$ cat config.mk
export PLATFORM = sky130hd
export DESIGN_NAME = sd_csd_register_decoder_unit
export DESIGN_NICKNAME = d
export VERILOG_FILES = /design/src/sdcsd_pkg.sv /design/src/sd_csd_register_decoder_unit.sv
export SDC_FILE = /design/constraint.sdc
export NUM_CORES = 1
export LEC_CHECK = 0
export ABC_AREA = 1
export BUFFER_PORTS_ARGS = -buffer_cell sky130_fd_sc_hd__clkbuf_2
export CAP_MARGIN = 40
export CORE_MARGIN = 2
export CORE_UTILIZATION = 55
export CTS_BUF_LIST = sky130_fd_sc_hd__clkbuf_4 sky130_fd_sc_hd__clkbuf_8
export CTS_CLUSTER_SIZE = 16
export DETAILED_ROUTE_END_ITERATION = 12
export HOLD_SLACK_MARGIN = 0.15
export PLACE_DENSITY = 0.77
export SYNTH_ARGS = -nofsm -noshare
export SYNTH_HDL_FRONTEND = slang
export SYNTH_SLANG_ARGS = --single-unit
$ cat constraint.sdc
create_clock -name clk -period 8.65 [get_ports clk]
set_input_delay 0 -clock clk [delete_from_list [all_inputs] [get_ports clk]]
set_output_delay 0 -clock clk [all_outputs]
set_load 0.05 [all_outputs]
$ cat src/sdcsd_pkg.sv
// ----------------------------------------------------------------------------
// sdcsd_pkg
// Shared widths, field codes and constant tables for the SD CSD register
// decoder.
// ----------------------------------------------------------------------------
package sdcsd_pkg;

  // Structure version codes held in bits 127:126.
  localparam logic [1:0] CSD_VER_STD = 2'd0;
  localparam logic [1:0] CSD_VER_HC  = 2'd1;

  // Field widths of one result.
  localparam int unsigned ACC_TIME_W = 27;
  localparam int unsigned ACC_CLK_W  = 15;
  localparam int unsigned RATE_W     = 30;
  localparam int unsigned CCC_W      = 12;
  localparam int unsigned CAP_W      = 33;
  localparam int unsigned BLK_W      = 4;
  localparam int unsigned SPEED_W    = 3;
  localparam int unsigned FLAGS_W    = 4;

  // Widths of the table entries.
  localparam int unsigned MANT_W     = 7;
  localparam int unsigned RATE_EXP_W = 24;
  localparam int unsigned ACC_EXP_W  = 20;

  // Fixed values reported for high capacity cards.
  localparam logic [BLK_W-1:0]   HC_BLOCK_BITS = 4'd9;
  localparam logic [SPEED_W-1:0] HC_SPEED      = 3'd4;

  // Scale factor applied to NSAC to give access_clocks.
  localparam logic [6:0] NSAC_UNIT = 7'd100;

  // Mantissa table shared by TAAC and TRAN_SPEED, in tenths.
  function automatic logic [MANT_W-1:0] mant_lut(input logic [3:0] code);
    logic [MANT_W-1:0] v;
    case (code)
      4'd0:    v = 7'd0;
      4'd1:    v = 7'd10;
      4'd2:    v = 7'd12;
      4'd3:    v = 7'd13;
      4'd4:    v = 7'd15;
      4'd5:    v = 7'd20;
      4'd6:    v = 7'd25;
      4'd7:    v = 7'd30;
      4'd8:    v = 7'd35;
      4'd9:    v = 7'd40;
      4'd10:   v = 7'd45;
      4'd11:   v = 7'd50;
      4'd12:   v = 7'd55;
      4'd13:   v = 7'd60;
      4'd14:   v = 7'd70;
      4'd15:   v = 7'd80;
      default: v = 7'd0;
    endcase
    return v;
  endfunction

  // Transfer rate unit; the upper four codes are reserved and give zero.
  function automatic logic [RATE_EXP_W-1:0] rate_exp_lut(input logic [2:0] code);
    logic [RATE_EXP_W-1:0] v;
    case (code)
      3'd0:    v = 24'd10000;
      3'd1:    v = 24'd100000;
      3'd2:    v = 24'd1000000;
      3'd3:    v = 24'd10000000;
      default: v = '0;
    endcase
    return v;
  endfunction

  // Access time unit already divided by ten. The smallest unit does not
  // divide evenly and is handled by its own table.
  function automatic logic [ACC_EXP_W-1:0] acc_exp_div10_lut(input logic [2:0] code);
    logic [ACC_EXP_W-1:0] v;
    case (code)
      3'd1:    v = 20'd1;
      3'd2:    v = 20'd10;
      3'd3:    v = 20'd100;
      3'd4:    v = 20'd1000;
      3'd5:    v = 20'd10000;
      3'd6:    v = 20'd100000;
      3'd7:    v = 20'd1000000;
      default: v = '0;
    endcase
    return v;
  endfunction

  // Mantissa divided by ten and rounded up, for the one nanosecond unit.
  function automatic logic [3:0] mant_ceil10_lut(input logic [3:0] code);
    logic [3:0] v;
    case (code)
      4'd0:    v = 4'd0;
      4'd1:    v = 4'd1;
      4'd2:    v = 4'd2;
      4'd3:    v = 4'd2;
      4'd4:    v = 4'd2;
      4'd5:    v = 4'd2;
      4'd6:    v = 4'd3;
      4'd7:    v = 4'd3;
      4'd8:    v = 4'd4;
      4'd9:    v = 4'd4;
      4'd10:   v = 4'd5;
      4'd11:   v = 4'd5;
      4'd12:   v = 4'd6;
      4'd13:   v = 4'd6;
      4'd14:   v = 4'd7;
      4'd15:   v = 4'd8;
      default: v = 4'd0;
    endcase
    return v;
  endfunction

endpackage

$ cat src/sd_csd_register_decoder_unit.sv
// ----------------------------------------------------------------------------
// sd_csd_register_decoder_unit
// Decodes one 128-bit SD card CSD register into timing, rate, capacity and
// block parameters.
// ----------------------------------------------------------------------------
//
//   Channel | Signals                            | Payload
//   --------+------------------------------------+-----------------------------
//   in      | in_valid, in_stall (driven here)   | resp_high, resp_low
//   out     | out_valid, out_stall (from sink)   | recognised .. access_flags
//
// A request is registered in the input register on acceptance, and its result
// is registered in the result register when that register moves.
// One request is accepted in every cycle while the output is not stalled.
// Reset clears both valid flags; the payload registers are not reset.
// A stall on the output holds the result and, once the input register is
// also full, is passed back to the input as in_stall.
// ----------------------------------------------------------------------------
module sd_csd_register_decoder_unit (
  input  logic                               clk,
  input  logic                               rst,
  input  logic                               in_valid,
  output logic                               in_stall,
  input  logic [63:0]                        resp_high,
  input  logic [63:0]                        resp_low,
  output logic                               out_valid,
  input  logic                               out_stall,
  output logic                               recognised,
  output logic [1:0]                         csd_version,
  output logic [sdcsd_pkg::ACC_TIME_W-1:0]   access_time_ns,
  output logic [sdcsd_pkg::ACC_CLK_W-1:0]    access_clocks,
  output logic [sdcsd_pkg::RATE_W-1:0]       max_rate,
  output logic [sdcsd_pkg::CCC_W-1:0]        command_classes,
  output logic [sdcsd_pkg::CAP_W-1:0]        capacity_blocks,
  output logic [sdcsd_pkg::BLK_W-1:0]        read_block_bits,
  output logic [sdcsd_pkg::BLK_W-1:0]        write_block_bits,
  output logic [sdcsd_pkg::SPEED_W-1:0]      write_speed_factor,
  output logic [sdcsd_pkg::FLAGS_W-1:0]      access_flags
);
  import sdcsd_pkg::*;

  // Input register.
  logic        s1_valid;
  logic [63:0] hi;
  logic [63:0] lo;

  // Stage control.
  logic advance;
  logic load;

  // Decoded fields of the registered word.
  logic [1:0]              ver;
  logic                    is_std;
  logic                    is_hc;
  logic [2:0]              taac_exp;
  logic [3:0]              taac_mant;
  logic [2:0]              rate_exp_code;
  logic [3:0]              rate_mant_code;
  logic [11:0]             c_size_std;
  logic [2:0]              c_mult;
  logic [21:0]             c_size_hc;
  logic [ACC_EXP_W+MANT_W-1:0]  acc_prod;
  logic [RATE_EXP_W+MANT_W-1:0] rate_prod;
  logic [14:0]             nsac_prod;
  logic [CAP_W-1:0]        cap_std;
  logic [CAP_W-1:0]        cap_hc;

  // Next result values.
  logic                    recognised_next;
  logic [ACC_TIME_W-1:0]   access_time_next;
  logic [ACC_CLK_W-1:0]    access_clocks_next;
  logic [RATE_W-1:0]       max_rate_next;
  logic [CCC_W-1:0]        ccc_next;
  logic [CAP_W-1:0]        capacity_next;
  logic [BLK_W-1:0]        read_bits_next;
  logic [BLK_W-1:0]        write_bits_next;
  logic [SPEED_W-1:0]      speed_next;
  logic [FLAGS_W-1:0]      flags_next;

  // The result register moves when it is empty or being taken; the input
  // register takes a request when it is empty or moving on.
  assign advance  = !out_valid || !out_stall;
  assign in_stall = s1_valid && !advance;
  assign load     = in_valid && !in_stall;

  // Input register.
  always_ff @(posedge clk) begin
    if (rst) begin
      s1_valid <= 1'b0;
    end else if (!in_stall) begin
      s1_valid <= in_valid;
    end
  end

  always_ff @(posedge clk) begin
    if (load) begin
      hi <= resp_high;
      lo <= resp_low;
    end
  end

  // Field extraction; the register bit n sits at hi[n-64] or lo[n].
  assign ver            = hi[63:62];
  assign is_std         = (ver == CSD_VER_STD);
  assign is_hc          = (ver == CSD_VER_HC);
  assign taac_mant      = hi[54:51];
  assign taac_exp       = hi[50:48];
  assign rate_mant_code = hi[38:35];
  assign rate_exp_code  = hi[34:32];
  assign c_size_std     = {hi[9:0], lo[63:62]};
  assign c_mult         = lo[49:47];
  assign c_size_hc      = {hi[5:0], lo[63:48]};

  // Access time, rounded up to whole nanoseconds. Units of 10 ns and above
  // divide by ten exactly, so the division is folded into the unit table.
  assign acc_prod = {{MANT_W{1'b0}}, acc_exp_div10_lut(taac_exp)} *
                    {{ACC_EXP_W{1'b0}}, mant_lut(taac_mant)};

  // Transfer rate and access clocks.
  assign rate_prod = {{MANT_W{1'b0}}, rate_exp_lut(rate_exp_code)} *
                     {{RATE_EXP_W{1'b0}}, mant_lut(rate_mant_code)};
  assign nsac_prod = {7'd0, hi[47:40]} * {8'd0, NSAC_UNIT};

  // Capacity for both structure versions, kept at full width.
  assign cap_std = ({21'd0, c_size_std} + CAP_W'(1)) << ({2'd0, c_mult} + 5'd2);
  assign cap_hc  = ({11'd0, c_size_hc} + CAP_W'(1)) << 10;

  // Select the result fields by structure version.
  always_comb begin
    recognised_next    = 1'b0;
    access_time_next   = '0;
    access_clocks_next = '0;
    max_rate_next      = '0;
    ccc_next           = '0;
    capacity_next      = '0;
    read_bits_next     = '0;
    write_bits_next    = '0;
    speed_next         = '0;
    flags_next         = '0;
    if (is_std || is_hc) begin
      recognised_next = 1'b1;
      max_rate_next   = rate_prod[RATE_W-1:0];
      ccc_next        = hi[31:20];
    end
    if (is_std) begin
      if (taac_exp == 3'd0) begin
        access_time_next = {23'd0, mant_ceil10_lut(taac_mant)};
      end else begin
        access_time_next = acc_prod[ACC_TIME_W-1:0];
      end
      access_clocks_next = nsac_prod;
      capacity_next      = cap_std;
      read_bits_next     = hi[19:16];
      write_bits_next    = lo[25:22];
      speed_next         = lo[28:26];
      flags_next         = {lo[21], hi[13], hi[14], hi[15]};
    end else if (is_hc) begin
      capacity_next   = cap_hc;
      read_bits_next  = HC_BLOCK_BITS;
      write_bits_next = HC_BLOCK_BITS;
      speed_next      = HC_SPEED;
    end
  end

  // Result register.
  always_ff @(posedge clk) begin
    if (rst) begin
      out_valid <= 1'b0;
    end else if (advance) begin
      out_valid <= s1_valid;
    end
  end

  always_ff @(posedge clk) begin
    if (advance && s1_valid) begin
      recognised         <= recognised_next;
      csd_version        <= ver;
      access_time_ns     <= access_time_next;
      access_clocks      <= access_clocks_next;
      max_rate           <= max_rate_next;
      command_classes    <= ccc_next;
      capacity_blocks    <= capacity_next;
      read_block_bits    <= read_bits_next;
      write_block_bits   <= write_bits_next;
      write_speed_factor <= speed_next;
      access_flags       <= flags_next;
    end
  end

endmodule
# Yosys cells after proc, flatten, opt, wreduce, memory -nomap -nowiden
# Memories as Yosys holds them, arrays and structs flattened. A register that Yosys moved wholly into a read port is not among the register bits.
# Cells that the tools add are included.
# word_totals
rom_bits,288
memories,3
word_cells,66
regBits,265
# memory_table
memory,depth,word_bits,read_ports,rd_ports_with_merged_regs,wr,line_no,rtl
(name not given),16,7,1,1,0,sdcsd_pkg.sv:37,case (code)
(name not given),16,7,1,1,0,sdcsd_pkg.sv:37,
(name not given),16,4,1,1,0,sdcsd_pkg.sv:92,case (code)
# op_classes
reduce_logical,13
bitwise,1
mux,14
multipliers,3
n_eq_ne,11
addsub,3
n_shift,1
# op_table
cell,n
$pmux W20 S7,1
$pmux W24 S4,1
$mux W33,2
$shl A13 B4 Y33,1
$mul A24 B7 Y30,1
$mux W4,7
$mul A20 B7 Y27,1
$add A22 B1 Y23 const B,1
$add A12 B1 Y13 const B,1
$mul A8 B5 Y13 const B,1
$eq A3 B2 Y1 const B,4
$eq A3 B3 Y1 const B,4
$eq A3 B1 Y1 const B,2
$logic_not A3 Y1,2
$mux W3,2
$add A3 B2 Y4 const B,1
$logic_not A1 Y1,4
$logic_and A1 B1 Y1,3
$eq A2 B1 Y1 const B,1
$logic_not A2 Y1,1
$logic_or A1 B1 Y1,2
$reduce_or A2 Y1,1
$mux W1,1
$not A1 Y1,1

# Longest topological paths before layout
# Gate-level depths: netlist of run 1.
# logic_depth
word_depth,7
depth_mapped,27

# Least setup slack after synthesis of run 1
# No wires, ideal clock.
# synth_timing
path_type,flip-flop to flip-flop
startpoint,register out_valid
endpoint,"register access_clocks[10] (netlist bit), enable pin"
path_stages_with_launch,4
setup_time_ps,620
setup_slack_ps,1957
period_less_slack_ps,6693
arrival_time_ps,6072
n_path_buf,0
path_cell_list,dfxtp_1 > nand2_1 > inv_2 > nor2_1
# synth_via
elab_chain_cells,3
# synth_rtl
item,line_no,rtl
from (decl),sd_csd_register_decoder_unit.sv:26,"output logic out_valid,"
from (signal assigned),sd_csd_register_decoder_unit.sv:170,out_valid <= s1_valid;
$logic_not A1 Y1,sd_csd_register_decoder_unit.sv:82,assign advance = !out_valid || !out_stall;
$logic_or A1 B1 Y1,sd_csd_register_decoder_unit.sv:82,
$logic_and A1 B1 Y1,sd_csd_register_decoder_unit.sv:175,if (advance && s1_valid) begin
to (signal assigned),sd_csd_register_decoder_unit.sv:179,access_clocks <= access_clocks_next;
to (decl),sd_csd_register_decoder_unit.sv:31,"output logic [sdcsd_pkg::ACC_CLK_W-1:0] access_clocks,"
# No other way between the ends.
# A chain may end at the register's enable or synchronous reset.

# Worst setup path in the final report of run 1
# layout_timing
startpoint,register hi[33]
endpoint,register max_rate[29] (netlist bit) (data pin)
# layout_via
elab_chain_cells,3
word_cells_on_any_way,6
classes_between,mul: 1; eq/ne: 3; mux: 1; reduce/logical: 1
# layout_rtl
item,line_no,rtl
from (decl),sd_csd_register_decoder_unit.sv:44,logic [63:0] hi;
from (signal assigned),sd_csd_register_decoder_unit.sv:97,hi <= resp_high;
$eq A3 B2 Y1 (tied with other cells),sdcsd_pkg.sv:62,case (code)
$pmux W24 S4 (*),sdcsd_pkg.sv:62,
$mul A24 B7 Y30 (*),sd_csd_register_decoder_unit.sv:120,"assign rate_prod = {{MANT_W{1'b0}}, rate_exp_lut(rate_exp_code)} *"
to (signal assigned),sd_csd_register_decoder_unit.sv:180,max_rate <= max_rate_next;
to (decl),sd_csd_register_decoder_unit.sv:32,"output logic [sdcsd_pkg::RATE_W-1:0] max_rate,"
# Mark *: on every way between the ends. The rest lies on a longest branch, timed or not.

==> flow_summary_export.csv, run 1 <==
group,metric,value,unit
finish,fill_cells,2637,
die,die_x,185,microns
logic_synthesis,syn_inst,2061,
clock_network,path_clk_slew,0.06,ns
run,max_cap_viol_count,0,
die,chipHeight,185,microns
grt,grt.total_usage,29.1,%
die,start_util,55.8,%
logic_synthesis,synth_top_area_share,34.3,%
clock_network,root_buffer,"clkbuf_8",
drt,viasPerCell,5.33,
sta,fin_crit,5.79,ns
placed_design,gp_congestion,0.946,
drt,post_drt_wl_per_cell,17.0,microns
setup_path,required,8.95,ns
logic_synthesis,ys_seq_elements,227,
power,irDropWorstVdd,0.000136,V
drt,drtIter0Drc,1331,
logic_synthesis,yosysTopAreaCell,"edfxtp_1",
setup_path,slowest_stage,"fa_1",
outcome,status,"finished, final reports clean",
clock_network,htree_num_levels,2,
sta,hold_viol_final,0,
logic_synthesis,synth_edf_count,207,
die,coreArea,32500,sq um
sta,slew_headroom,41.6,%
drt,dr.pass1.iters,6,
sta,rsz0062_at_grt,"no",
grt,grt_overflow,0,
clock_network,cts_hold_buf,121,
sta,setup_violations,0,
power,cellLeakagePower,10.7,nW
sta,period_share,66.9,%
die,dieArea,34400,sq um
logic_synthesis,yosysWarnings,0,
setup_path,path_cells,"inv_2 > nor2_2 > inv_1 > nor2_1 > inv_1 > fa_1 > inv_1 > fa_1 > fa_1 > inv_1 > fa_1 > inv_1 > ha_1 > a21oi_1 > o21ai_0 > a21oi_1 > inv_1 > nand2_1 > nand3_1 > nor2_1 > nor2_1",
clock_network,post-cts-setup-buffers,0,
finish,stdcell_count,2883,
placed_design,dp_slack,2.96,ns
sta,setup_tns,0,ns
drt,dr_total_vias,15400,
setup_path,crit_type,"flop to flop",
setup_path,arrival,6.10,ns
power,power-per-cell-area,164,nW/um^2
logic_synthesis,avgSynthCellArea,8.78,sq um
sta,timing.final.ws_setup,2.86,ns
clock_network,cts_made_buffers,38,
finish,drive_above_1_share,12.8,%
hold_path,hp-class,"primary input to flop",
logic_synthesis,synthTopCellsByArea,"edfxtp_1 34%, fa_1 16%, ha_1 11%",
logic_synthesis,seq_area_frac_synth,36.6,%
grt,grt_max_degree,75,
setup_path,max_stage_delay,0.58,ns
setup_path,worstPathMaxFanout,9,
logic_synthesis,yosys.cell_types.count,49,
logic_synthesis,async_reset_ff_share,0,%
logic_synthesis,syn_area,18100,sq um
finish,syn_to_final_growth,19.6,%
placed_design,dpl.cell_count,2695,
placed_design,dpl.hpwl,36200,microns
setup_path,cpMostUsedCell,"inv_1",
clock_network,ctsResizeCount,0,
clock_network,cts_buffer_depth,3,
setup_path,cp-start-kind,"flop",
drt,ant_nets,0,
drt,drt_drc_violations_left,0,
placed_design,portBuffers,212,
grt,grt_pass1_wl,77400,microns
die,floorplan.rows,66,
drt,wl,49100,microns
sta,worstMarginPinSlew,0.877,ns
sta,maxSlewViolCount,0,
clock_network,worstSkewPairLatency,0.57,ns
finish,fin_nets,2847,
setup_path,end_kind,"flop",
grt,grt_pass1_vias,15300,
setup_path,path_buf_inv,7,
die,ios,269,
grt,antenna_found_initial,0,
setup_path,cpLargestDelayFamily,"adder cells",
clock_network,cts_tree,"built",
finish,diodes,0,
sta,finClkSkew,0.0432,ns
sta,fmax,173,MHz
logic_synthesis,ys.flop_type,"edfxtp_1",
power,power,3.56,mW
clock_network,cts.sink_count,227,
[final timing paths]
path                                     from  slack, ns             endpoint  depth (start not counted)
worst max-delay path                   hi[33]       2.86         max_rate[29]                         21
worst max register to register         hi[33]       2.86         max_rate[29]                         21
worst min register to register         hi[31]       0.53  command_classes[11]                          2
worst min-delay path            resp_high[34]       0.18               hi[34]                          2
[flip-flops by register name, indices dropped and copies added, names as in the netlist, named ones only]
signal              cells
access_clocks          13
access_flags            4
access_time_ns         27
capacity_blocks        33
command_classes        12
csd_version             2
hi                     53
lo                     25
max_rate               26
out_valid               1
read_block_bits         4
recognised              1
s1_valid                1
write_block_bits        4
write_speed_factor      3
[Yosys cell counts, types with 6 or more instances]
library cell  count
a21o_1            7
a21oi_1         115
buf_2            12
buf_4             7
clkbuf_1          8
dfxtp_1          20
edfxtp_1        207
fa_1            148
ha_1            153
inv_1           373
inv_2             7
nand2_1         355
nand3_1         126
nand4_1          19
nor2_1          305
nor2_2            7
nor3_1           25
o21a_1            6
o21ai_0          82
o21ai_1          11
o21bai_1          6
[cells by family (layout without fill, tap and decap cells)]
| group | Yosys count | count (layout) | synth area share (%) |
|---|---|---|---|
| AOI/OAI and AO/OA | 251 | 251 | 7.56 |
| DFF | 227 | 227 | 36.6 |
| xor gates and xnor gates | 6 | 6 | 0.290 |
| other | 1 | 6 | 0.0207 |
| and+or+nand+nor | 858 | 858 | 19.7 |
| adders and majority gates | 301 | 301 | 26.9 |
| buffers and inverters | 417 | 792 | 8.96 |
[final cells by class]
| cell class | count | area [sq um] | share of cell area [%] |
|---|---|---|---|
| sequential | 227 | 6620 | 30.6 |
| timing repair buffer | 342 | 2400 | 11.1 |
| clock buffer | 52 | 634 | 2.93 |
| tap | 442 | 553 | 2.55 |
| inverter | 383 | 1440 | 6.65 |
| multi-input combinational | 1422 | 9890 | 45.7 |
| clock inverter | 15 | 119 | 0.549 |
[cells in the final DEF (no fill, tap or decap), types with 3 or more instances in the layout]
cell type	n
o211ai_1	3
o21bai_1	6
inv_1	372
nor2_4	4
nor3_1	25
edfxtp_1	207
o21ai_2	4
buf_4	6
o21ai_1	11
dfxtp_1	20
nor2_1	304
clkinv_2	6
clkinv_1	10
or2_1	3
nor3b_1	3
nand2_2	4
a31oi_1	5
xor2_1	5
clkbuf_2	212
nor2_2	7
a21o_1	7
buf_16	3
nand2_1	355
a21oi_1	115
ha_1	153
fa_1	148
nand3_1	126
inv_2	7
and2_1	3
nand4_1	19
clkbuf_8	39
clkbuf_4	13
o21ai_0	82
o21a_1	6
dlygate4sd3_1	121
conb_1	6
[power breakdown]
group          switching, mW  internal, mW
Sequential            0.0455          1.29
Combinational          0.833         0.409
Clock                  0.447         0.534
[metal layers]
layer  routed length [microns]  up-vias  share of wire, %  global-route usage (%)
met5                         0        -                 0                       0
met4                      1700        0               3.5                    10.1
met3                      4200      142               8.6                    6.61
met2                     23200      736                47                    49.3
met1                     20000     7145                41                    36.8
li1                          -     7357                 -                       -
[stage by stage]
step	hold slack [ns]	util, %	cell area, sq um
2_1_floorplan	0.0691	-	18100
3_3_place_gp	0.176	60.4	19600
3_5_place_dp	0.178	60.7	19700
4_1_cts	0.150	66.7	21600
5_1_grt	0.151	66.7	21600
6_report	0.175	66.7	21600
(Power assumes the default switching activity.)
==> run 2: changes to the inputs <==
Clock period 8.65 ns to 5.45 ns, I/O delays scaled along.
==> flow_summary_export.csv, run 2 (synthesis results as in run 1) <==
group,metric,value,unit
outcome,status,"finished, final reports clean",
finish,diodes,0,
drt,post_drt_wl_per_cell,17.6,microns
setup_path,crit_end,"max_rate[17]",
drt,dr_wl_met2,24200,microns
setup_path,slowest_stage,"fa_1",
die,start_util,55.8,%
die,die_x,185,microns
clock_network,root_buffer,"clkbuf_8",
setup_path,cpMostUsedCell,"fa_1",
setup_path,crit_type,"flop to flop",
setup_path,reg2reg_depth,19,
setup_path,worstPathMaxFanout,9,
die,ios,269,
grt,grt_pass1_vias,15900,
sta,setup_violations,0,
power,irDropWorstVdd,0.000245,V
clock_network,cts_made_buffers,39,
sta,fin_crit,5.14,ns
finish,largest-register,"hi",
drt,dr_total_vias,16000,
clock_network,htree_num_levels,2,
clock_network,cts.sink_count,227,
placed_design,portBuffers,212,
drt,dr.pass1.iters,7,
finish,layout_common_cells,"371 x inv_1, 354 x nand2_1, 301 x nor2_1",
clock_network,path_clk_slew,0.06,ns
sta,hold_viol_final,0,
grt,antenna_found_initial,1,
finish,largestRegisters,"hi: 53 flops, capacity_blocks: 33 flops, access_time_ns: 27 flops",
setup_path,end_kind,"flop",
power,cellLeakagePower,11.0,nW
drt,wl_met3,4520,microns
die,coreArea,32500,sq um
setup_path,arrival,5.59,ns
setup_path,max_stage_delay,0.54,ns
drt,highest_layer,"met5",
clock_network,cts_tree,"built",
setup_path,path_cells,"inv_2 > nor2_4 > inv_1 > buf_4 > nor2_1 > inv_1 > fa_1 > fa_1 > inv_1 > fa_1 > fa_1 > ha_1 > a21oi_1 > nor2_1 > nor2_1 > nand2_1 > a21oi_1 > o21ai_0 > a21oi_1",
finish,final_common_cell,"inv_1",
sta,maxSlewViolCount,0,
hold_path,hp-class,"primary input to flop",
setup_path,r2r_slack,0.31,ns
setup_path,r2r-end,"max_rate[17]",
sta,worstMarginPinSlew,0.922,ns
drt,m1WireLength,21100,microns
drt,wl,51800,microns
placed_design,dpl_cell_area,19800,sq um
grt,grt_overflow,0,
die,chipHeight,185,microns
finish,drive_above_1_share,14.3,%
sta,slew_headroom,38.5,%
grt,grt.total_usage,30.9,%
placed_design,gp_congestion,0.976,
sta,setup_tns,0,ns
setup_path,required,5.91,ns
drt,drtIter0Drc,1375,
finish,stdcell_area,22300,sq um
power,power-per-cell-area,264,nW/um^2
grt,grt_max_degree,64,
sta,fmax,195,MHz
grt,grt_pass1_wl,82100,microns
drt,ant_nets,0,
setup_path,rr_startpoint,"hi[33]",
drt,viasPerCell,5.44,
sta,period_share,94.2,%
finish,largest_reg_flops,53,
finish,fin_nets,2905,
finish,syn_to_final_growth,23.0,%
die,dieArea,34400,sq um
setup_path,cp-start-kind,"flop",
setup_path,crit_path_start,"hi[33]",
clock_network,cts_buffer_depth,3,
run,max_cap_viol_count,0,
sta,finClkSkew,0.0436,ns
die,floorplan.rows,66,
placed_design,dpl.hpwl,36200,microns
drt,drt_drc_violations_left,0,
clock_network,worstSkewPairLatency,0.61,ns
run 2: stage by stage:
stage / utilization [%] / worst slack, ns / cells / hold slack, ns / power, mW
2_1_floorplan: - / 0.637 / 2066 / 0.0691 / 3.52
3_3_place_gp: 60.8 / 0.219 / 2711 / 0.177 / 3.95
3_5_place_dp: 61.0 / 0.113 / 2714 / 0.179 / 4.00
4_1_cts: 68.3 / 0.104 / 2937 / 0.151 / 5.82
5_1_grt: 68.6 / -0.00356 / 2944 / 0.181 / 6.22
6_report: 68.6 / 0.314 / 2944 / 0.209 / 5.89
run 2: critical path: cells and delay by family, from the launching register on:
kind	cells	cell delay [ns]
and+or+nand+nor	5	0.84
DFF	1	0.40
adders and majority gates	5	2.41
buffers and inverters	5	0.59
AOI/OAI and AO/OA	4	0.76
run 2: worst min path at each step:
stage,startpoint,to,slack [ns],cells past startpoint
after floorplan,rst,out_valid,0.07,1
after global placement,resp_high[26],hi[26],0.18,1
after detailed placement,resp_high[7],hi[7],0.18,1
after CTS,resp_high[36],hi[36],0.15,2
after global routing,resp_high[51],hi[51],0.18,2
final,resp_high[53],hi[53],0.21,2
run 2: cell type report:
cell class	instances	area, sq um
fillers	2539	10200
flip-flops and latches	227	6620
repair buffers	399	2880
well taps	442	553
clock buffers	61	727
clock inverters	10	130
multi-input cells	1422	9920
inverters	383	1440
run 2: timing repair:
item	CTS	global route
hold endpoints to repair	139	0
buffers inserted	0	7
setup endpoints to repair	0	26
resized for setup	0	11
hold buffers	152	0
run 2: layer usage:
metal / GRT usage [%] / vias to the layer above
met4: 11.6 / 2
li1: - / 7478
met3: 6.37 / 167
met5: 0 / -
met1: 39.9 / 7481
met2: 51.3 / 889
run 2: power breakdown:
part	total, mW	switching (mW)	internal (mW)
clock network	1.76	0.763	0.994
logic	2.02	1.34	0.674
registers	2.11	0.0725	2.04
==> run 3: changes to the inputs <==
Settings changed: CORE_MARGIN 2 to unset, SKIP_CTS_REPAIR_TIMING set to 1.
==> flow_summary_export.csv, run 3 (synthesis results as in run 1) <==
group,metric,value,unit
outcome,status,"finished, final reports clean",
sta,finClkSkew,0.0340,ns
setup_path,slowest_stage,"fa_1",
finish,layout_common_cells,"371 x inv_1, 355 x nand2_1, 303 x nor2_1",
die,ios,269,
finish,syn_to_final_growth,22.4,%
power,p_int,3.56,mW
power,seqPwrFrac,37.0,%
clock_network,cts_buffer_depth,3,
clock_network,cts_made_buffers,39,
sta,maxSlewViolCount,0,
grt,grt_max_degree,64,
power,power_frac_comb,34.8,%
grt,antenna_found_initial,2,
die,chipHeight,183,microns
drt,dr_total_vias,15700,
sta,fmax,196,MHz
clock_network,cts.sink_count,227,
setup_path,arrival,5.46,ns
power,power-per-cell-area,257,nW/um^2
clock_network,htree_num_levels,2,
power,cellLeakagePower,11.0,nW
finish,final_common_cell,"inv_1",
finish,seq_area,6620,sq um
sta,hold_viol_final,0,
drt,wl,50200,microns
placed_design,dpl.hpwl,35700,microns
drt,dr.pass1.iters,9,
sta,fin_crit,5.11,ns
finish,largestRegisters,"hi: 53 flops, capacity_blocks: 33 flops, access_time_ns: 27 flops",
setup_path,required,5.80,ns
setup_path,cpLargestDelayFamily,"adder cells",
placed_design,portBuffers,212,
drt,drt_drc_violations_left,0,
finish,largest-register,"hi",
sta,setup_violations,0,
sta,rsz0062_at_grt,"no",
grt,grt_pass1_vias,14200,
die,coreArea,32500,sq um
hold_path,hp-class,"primary input to flop",
die,die_x,183,microns
drt,ant_nets,0,
sta,setup_tns,0,ns
power,swShare,37.5,%
finish,largest_reg_flops,53,
sta,period_share,93.8,%
power,power.switching,2.14,mW
die,dieArea,33600,sq um
run,max_cap_viol_count,0,
finish,drive_above_1_share,14.0,%
sta,slew_headroom,39.1,%
finish,fin_nets,2906,
sta,whs,0.166,ns
clock_network,cts_tree,"built",
placed_design,gp_congestion,0.971,
setup_path,path_buf_inv,6,
die,start_util,55.8,%
drt,drtIter0Drc,1162,
finish,fill_cells,2566,
clock_network,worstSkewPairLatency,0.60,ns
setup_path,worstPathMaxFanout,8,
drt,viasPerCell,5.32,
grt,grt_pass1_wl,71600,microns
setup_path,path_cells,"inv_1 > nand2_1 > nand2_1 > inv_1 > nor2_1 > fa_1 > inv_1 > fa_1 > inv_1 > fa_1 > inv_1 > fa_1 > inv_1 > ha_1 > a21oi_1 > nor2_1 > nor2_1 > nand2_1 > nand2_1 > nand2_1 > nand2_1 > nand2_1 > nor2_1 > nor2_1",
sta,worstMarginPinSlew,0.911,ns
setup_path,crit_type,"flop to flop",
drt,post_drt_wl_per_cell,17.1,microns
setup_path,cpMostUsedCell,"nand2_1",
finish,multi_input_area,9900,sq um
clock_network,root_buffer,"clkbuf_8",
power,clockPowerShare,28.2,%
setup_path,max_stage_delay,0.54,ns
grt,grt_overflow,0,
die,floorplan.rows,66,
clock_network,path_clk_slew,0.06,ns
grt,grt.total_usage,27.4,%
power,irDropWorstVdd,0.000298,V
setup_path,cp-start-kind,"flop",
setup_path,end_kind,"flop",
-- run 3: changes by cell type in the layout (fill, tap and decap cells not counted), moves of 2 or more --
| cell | before | now |
|---|---|---|
| clkbuf_8 | 43 | 40 |
| clkinv_2 | 5 | 3 |
| dlygate4sd3_1 | 152 | 146 |
| diode_2 | 0 | 2 |
| clkinvlp_4 | 1 | 5 |
| buf_4 | 33 | 40 |
| nor2_1 | 301 | 303 |
| clkinv_1 | 4 | 10 |
| clkbuf_4 | 18 | 11 |
-- run 3: final timing paths --
path / from / endpoint / slack [ns] / depth (start not counted)
worst max-delay path: hi[50] / access_time_ns[25] / 0.34 / 24
worst min-delay path: resp_low[58] / lo[58] / 0.17 / 2
worst max register to register: hi[50] / access_time_ns[25] / 0.34 / 24
worst min register to register: hi[31] / command_classes[11] / 0.54 / 2
-- run 3: per-layer routing --
| metal | global-route usage [%] | vias to the layer above | wire length [microns] |
|---|---|---|---|
| li1 | - | 7481 | - |
| met1 | 35.3 | 7338 | 20800 |
| met2 | 44.3 | 717 | 23800 |
| met3 | 7.61 | 133 | 3970 |
| met4 | 9.53 | 0 | 1680 |
| met5 | 0 | - | 0 |
-- run 3: cell type report --
type,instances,share of cell area [%]
multi-input combinational,1422,44.7
sequential,227,29.9
timing repair buffer,400,12.9
inverter,383,6.51
clock buffer,51,2.86
tap,442,2.50
clock inverter,17,0.650
antenna,2,0.0226
-- run 3: power by group through the flow --
stage | Sequential [mW] | Combinational, mW | Clock (mW)
after global routing | 2.12 | 2.24 | 1.71
after floorplan | 2.31 | 1.21 | 0
after CTS | 2.11 | 1.86 | 1.62
final | 2.11 | 1.98 | 1.61
after global placement | 2.14 | 1.80 | 0
after detailed placement | 2.14 | 1.84 | 0
-- run 3: metrics by stage --
step	area, sq um	setup slack [ns]	instances	utilization [%]	total power, mW
after detailed placement	19800	0.0941	2715	61.0	3.98
after floorplan	18100	0.637	2066	-	3.52
after CTS	20600	0.0471	2783	63.4	5.58
final	22200	0.338	2944	68.3	5.70
after global placement	19800	0.128	2712	60.9	3.94
after global routing	22100	0.00355	2943	68.2	6.07
-- run 3: worst register-to-register path: cells and delay by family, from the launching register on --
kind / cells / cell delay, ns
AO/OA/AOI/OAI: 1 / 0.31
adder cells (fa/ha/maj): 5 / 2.40
buffers and inverters: 6 / 0.49
flip-flops: 1 / 0.51
AND/OR/NAND/NOR: 12 / 1.16
